`src/sv/nms_pkg.sv`:
```
// Shared types and constants for the 3x3 non-maximum suppression block.
// Used by every module of the block; depends on nothing else.

package nms_pkg;

  // Coordinate and geometry widths.
  localparam int COL_BITS    = 10;
  localparam int ROW_BITS    = 12;
  localparam int WIDTH_BITS  = 11;
  localparam int HEIGHT_BITS = 13;
  localparam int IN_ROW_BITS = 13;
  localparam int COL_LIMIT   = 1024;
  localparam int ROW_LIMIT   = 4096;

  // Defaults for the top-level parameters.
  localparam int DEF_MAX_WIDTH  = 1024;
  localparam int DEF_PIXEL_BITS = 32;

  // Configuration port.
  localparam int APB_ADDR_BITS = 4;
  localparam int APB_DATA_BITS = 32;

  localparam logic [1:0] REG_IMAGE_WIDTH   = 2'd0;
  localparam logic [1:0] REG_IMAGE_HEIGHT  = 2'd1;
  localparam logic [1:0] REG_DROP_PLATEAUS = 2'd2;

  localparam logic [WIDTH_BITS-1:0]  RESET_IMAGE_WIDTH  = 11'd640;
  localparam logic [HEIGHT_BITS-1:0] RESET_IMAGE_HEIGHT = 13'd480;

  // Input beat kinds.
  localparam logic ACT_PIXEL = 1'b0;
  localparam logic ACT_FLUSH = 1'b1;

  // Which window edges lie outside the image for the judged pixel.
  typedef struct packed {
    logic top;
    logic bottom;
    logic left;
    logic right;
  } nms_border_t;

  // Per-column comparison flags against the centre pixel.
  typedef struct packed {
    logic higher;
    logic lower;
  } nms_cmp_t;

  // Bookkeeping that travels with a judged pixel down the pipeline.
  typedef struct packed {
    logic [ROW_BITS-1:0] row;
    logic [COL_BITS-1:0] col;
    logic                last;
    nms_border_t         border;
  } nms_meta_t;

endpackage

```
`src/sv/nms_win_cell.sv`:
```
// One column of the 3x3 window: holds three pixels, hands them to its left
// neighbor on each shift and compares them against the centre pixel.
// Depends on nms_pkg.

module nms_win_cell import nms_pkg::*; #(
  parameter int PIXEL_BITS = DEF_PIXEL_BITS,
  parameter int POS        = 0
) (
  input  logic                         clk,
  input  logic                         shift,
  input  logic signed [PIXEL_BITS-1:0] col_in  [3],
  output logic signed [PIXEL_BITS-1:0] col_out [3],
  input  logic signed [PIXEL_BITS-1:0] centre,
  input  nms_border_t                  border,
  output nms_cmp_t                     cmp
);

  logic [2:0] row_ok;
  logic       col_ok;

  // Column storage, loaded from the right-hand neighbor or, in the rightmost cell, from the new column.
  always_ff @(posedge clk) begin
    if (shift) begin
      col_out <= col_in;
    end
  end

  // Rows and columns outside the image do not take part; the centre pixel
  // is never compared with itself.
  always_comb begin
    row_ok[0] = !border.top;
    row_ok[1] = (POS != 1);
    row_ok[2] = !border.bottom;
    if (POS == 0) begin
      col_ok = !border.left;
    end else if (POS == 2) begin
      col_ok = !border.right;
    end else begin
      col_ok = 1'b1;
    end
  end

  // Compare the three held pixels against the centre.
  always_comb begin
    cmp = '0;
    for (int r = 0; r < 3; r++) begin
      if (col_ok && row_ok[r]) begin
        if (col_out[r] > centre) cmp.higher = 1'b1;
        if (col_out[r] < centre) cmp.lower  = 1'b1;
      end
    end
  end

endmodule

```
`config.mk`:
```
export PLATFORM = sky130hd
export DESIGN_NAME = nms_win_cell
export DESIGN_NICKNAME = d
export VERILOG_FILES = /design/src/sv/nms_pkg.sv /design/src/sv/nms_win_cell.sv
export SDC_FILE = /design/constraint.sdc
export NUM_CORES = 1
export LEC_CHECK = 0
export ABC_AREA = 0
export BUFFER_PORTS_ARGS = -buffer_cell sky130_fd_sc_hd__buf_2
export CORE_AREA = 2 2 117 119
export CTS_CLUSTER_DIAMETER = 200
export CTS_CLUSTER_SIZE = 40
export DETAILED_ROUTE_END_ITERATION = 8
export DIE_AREA = 0 0 119 121
export GPL_TIMING_DRIVEN = 0
export HOLD_SLACK_MARGIN = 0.05
export PLACE_DENSITY = 0.69
export SYNTH_ARGS = -nofsm -noshare
export SYNTH_HDL_FRONTEND = slang
export SYNTH_SLANG_ARGS = --single-unit
```
`constraint.sdc`:
```
create_clock -name clk -period 2.9 [get_ports clk]
set_input_delay 0.29 -clock clk [delete_from_list [all_inputs] [get_ports clk]]
set_output_delay 0.29 -clock clk [all_outputs]
set_load 0.005 [all_outputs]
```
## After elaboration in Yosys (flattened, before gate mapping)

Index checks and enable logic that the tools add are counted.

| cells by class | value |
|---|---|
| order comparisons | 6 |
| reductions and logical operators | 5 |
| muxes and demuxes | 9 |

Operators by type and width:

| operator | number |
|---|---|
| $gt 32x32->1 | 3 |
| $lt 32x32->1 | 3 |
| $mux 1 | 6 |
| $mux 2 | 3 |
| $logic_not 1->1 | 3 |
| $logic_and 1x1->1 | 2 |

| storage, ports and cells | value |
|---|---|
| word-level logic and storage cells | 23 |
| output and inout bits | 98 |
| input bits | 134 |
| bits in registers | 96 |

## Logic depth before layout (Yosys ltp)

| logic depth | value |
|---|---|
| depth after elaboration | 7 |
| gate-level depth with buffers | 9 |
| depth with buffers taken out | 9 |

## Least setup slack after synthesis

OpenSTA, ideal clock, no wires.

| timing path | value |
|---|---|
| path kind | reg-to-output |
| start | register col_out[61] (netlist name) |
| end | output cmp[1] (netlist name) |
| path slack | 0.468 ns |
| data required time | 2.610 ns |
| buffers on the path | 0 |
| cell stages (with the launch flop) | 8 |
| data arrival time | 2.142 ns |
| cell sequence | edfxtp_1 -> ha_1 -> nand3_1 -> or3_4 -> nor4_4 -> a211oi_1 -> mux2_4 -> a211o_1 |

RTL lines:

| what | RTL line | RTL |
|---|---|---|
| start: declaration | nms_win_cell.sv:12 | `output logic signed [PIXEL_BITS-1:0] col_out [3],` |
| start signal: assignment | nms_win_cell.sv:24 | `col_out <= col_in;` |
| end: declaration | nms_win_cell.sv:15 | `output nms_cmp_t cmp` |

==> impl_metrics.csv <==
group,metric,value,unit
run_status,status,"finished with violations",
run_status,violations,"negative setup slack",
drt,post_drt_wl_per_cell,16.68,um
floorplanning,core_area,0.01309,sq mm
floorplanning,fp.dieArea,0.01440,sq mm
floorplanning,die_w,119,um
sta,period_needed,3.044,ns
grt,grt_pass1_vias,4304,
sta,rsz0062_at_grt,"yes",
final_layout,fillers,1135,
worst_setup_path,cp.arrival,2.75,ns
hold_path,whs_path_depth,1,
hold_path,hp-start,"col_in[6]",
hold_path,min_to,"col_out[6]",
final_layout,seqCellArea,0.002883,sq mm
clock_tree,clockRootBuffer,"clkbuf_16",
synthesis,syn_nets,628,
flow_run,maxCapViolations,0,
sta,max_freq,0.3285,GHz
sta,hold_viol,0,
worst_setup_path,critPathLaunchType,"flop",
synthesis,yosysUniqueCellTypes,30,
grt,groute.usage.overall,19.52,%
placed_design,dp_hpwl,11520,um
final_layout,top_regs,"col_out (96)",
power,ir_worst_vdd,520.4,uV
final_layout,multi_input_area,0.002285,sq mm
hold_path,hp-class,"in -> reg",
sta,fin_ws,-0.1442,ns
final_layout,largest_register_ffs,96,
final_layout,nets,880,
worst_setup_path,end_kind,"output port",
floorplanning,rows,42,
worst_setup_path,worstPathCellList,"ha_4 > nand4_1 > or4_4 > a21o_1 > a31oi_4 > o22ai_2 > nor4_2 > a211o_1 > buf_6",
synthesis,avgSynthCellArea,12.96,sq um
drt,drtIter0Drc,128,
floorplanning,io_pins,232,
synthesis,netlist_area,0.005157,sq mm
grt,antenna_found_initial,0,
drt,vias,4146,
final_layout,fin_area,0.007099,sq mm
drt,drc_errors,0,
drt,ant_nets,0,
placed_design,postPlaceCellArea,0.006559,sq mm
sta,whs,0.1049,ns
sta,tns,-0.2197,ns
synthesis,synth_seq_cells,96,
clock_tree,clock-sinks,96,
worst_setup_path,slowest_delay,0.55,ns
sta,tightest_slew,0.6046,ns
worst_setup_path,required,2.61,ns
clock_tree,cts_tree,"built",
grt,grt_max_degree,51,
power,p_per_area,509.0,mW/mm^2
sta,period_share,105.0,%
final_layout,diodes,0,
synthesis,synthCells,398,
placed_design,portBuffers,230,
clock_tree,htreeDepth,3,
placed_design,pre_cts_slack,-0.2016,ns
final_layout,areaGrowthSynthToFinish,37.65,%
final_layout,mostFrequentLayoutCells,"buf_2 (228), edfxtp_1 (96), ha_1 (90)",
clock_tree,clk_pin_slew,0.07,ns
final_layout,final_common_cell,"buf_2",
floorplanning,die_h,121,um
worst_setup_path,cp_max_fo,3,
sta,timing.slew.headroom,59.69,%
drt,via_per_inst,4.989,
power,p_leak,3.332,nW
worst_setup_path,critPathKind,"reg -> out",
grt,grt_overflow_total,0,
drt,wl,13860,um
grt,grt_pass1_wl,21270,um
worst_setup_path,cpMaxStageDelayCell,"or4_4",
placed_design,place_congestion,0.8110,
final_layout,top_register,"col_out",
drt,first_pass_iters,5,
synthesis,ys_warn_count,0,
sta,setup_violations,2,
synthesis,seq_area_frac_synth,55.90,%
final_layout,drive_gt1_share,42.29,%
power,finalPower,3.614,mW
floorplanning,start_util,39.41,%
clock_tree,numCtsBuffers,9,
sta,slew_viol_final,0,
clock_tree,clockBufferDepth,2,
final cells by class:
type	instances	area share [%]
clock buffer	9	3.172
sequential	96	40.61
inverter	39	2.062
timing repair buffer	241	17.78
tap	176	3.102
multi-input combinational	263	32.18
clock inverter	7	1.093
stage by stage:
stage / std cells / utilization (%)
after floorplan: 398 / -
after global placement: 804 / 49.89
after detailed placement: 805 / 50.12
after CTS: 830 / 54.10
after global routing: 831 / 54.26
final: 831 / 54.26
synthesized netlist by cell type:
library cell	instances	area, sq um
a211o_1	1	8.760
a211oi_1	3	22.52
a21o_1	8	60.06
a21oi_1	38	190.2
a221oi_1	2	17.52
a22oi_1	1	7.510
a31oi_1	5	31.28
edfxtp_1	96	2883
ha_1	96	1201
inv_1	39	146.4
mux2_4	1	15.01
nand2_1	31	116.4
nand2b_1	7	43.79
nand3_1	8	40.04
nand3b_1	1	7.510
nand4_1	16	100.1
nor2_1	11	41.29
nor2b_1	1	6.260
nor3_1	2	10.01
nor4_1	5	31.28
nor4_2	1	12.51
nor4_4	1	21.27
o2111ai_1	1	8.760
o211ai_1	1	7.510
o21ai_0	15	75.07
o22ai_1	2	12.51
or2b_1	1	7.510
or3_1	1	6.260
or3_4	1	11.26
or4_1	2	15.01
critical path: cells and delay by family (launching register included):
kind                     cells  cell delay [ns]
adder cells (fa/ha/maj)      1             0.31
flip-flops                   1             0.43
AO/OA/AOI/OAI                4             0.64
AND/OR/NAND/NOR              3             0.92
buffers and inverters        1             0.10
per-layer routing:
layer / vias to the layer above / part of all wire, % / global-route usage [%]
li1: 2019 / - / -
met1: 1900 / 39 / 21.69
met2: 199 / 50 / 34.09
met3: 28 / 8.3 / 6.532
met4: 0 / 3.2 / 8.482
met5: - / 0 / 0
worst max path at each step:
stage                            from     end  depth (start not counted)
after global routing      col_out[75]  cmp[1]                          9
after detailed placement   centre[15]  cmp[1]                         11
after global placement     centre[15]  cmp[0]                         11
final                     col_out[75]  cmp[1]                          9
after CTS                 col_out[74]  cmp[1]                          9
after floorplan           col_out[61]  cmp[1]                          7
timing repair:
| item | CTS | global route |
|---|---|---|
| hold buffers | 0 | 0 |
| setup endpoints to repair | 2 | 2 |
| pin swaps | 15 | 6 |
| hold endpoints to repair | 0 | 0 |
| gates resized for setup | 20 | 1 |
| buffers inserted | 9 | 1 |
cell families after synthesis:
group | Yosys count | share of synthesized area (%)
buffers and inverters | 39 | 2.838
AOI/OAI and AO/OA | 77 | 8.564
muxes | 1 | 0.2910
adders and majority gates | 96 | 23.29
DFF | 96 | 55.90
and+or+nand+nor | 89 | 9.122
where the power goes:
part / internal, mW / switching [mW]
clock: 0.677 / 0.532
sequential: 1.65 / 0.0761
combinational: 0.325 / 0.348
(Power assumes the default switching activity.)
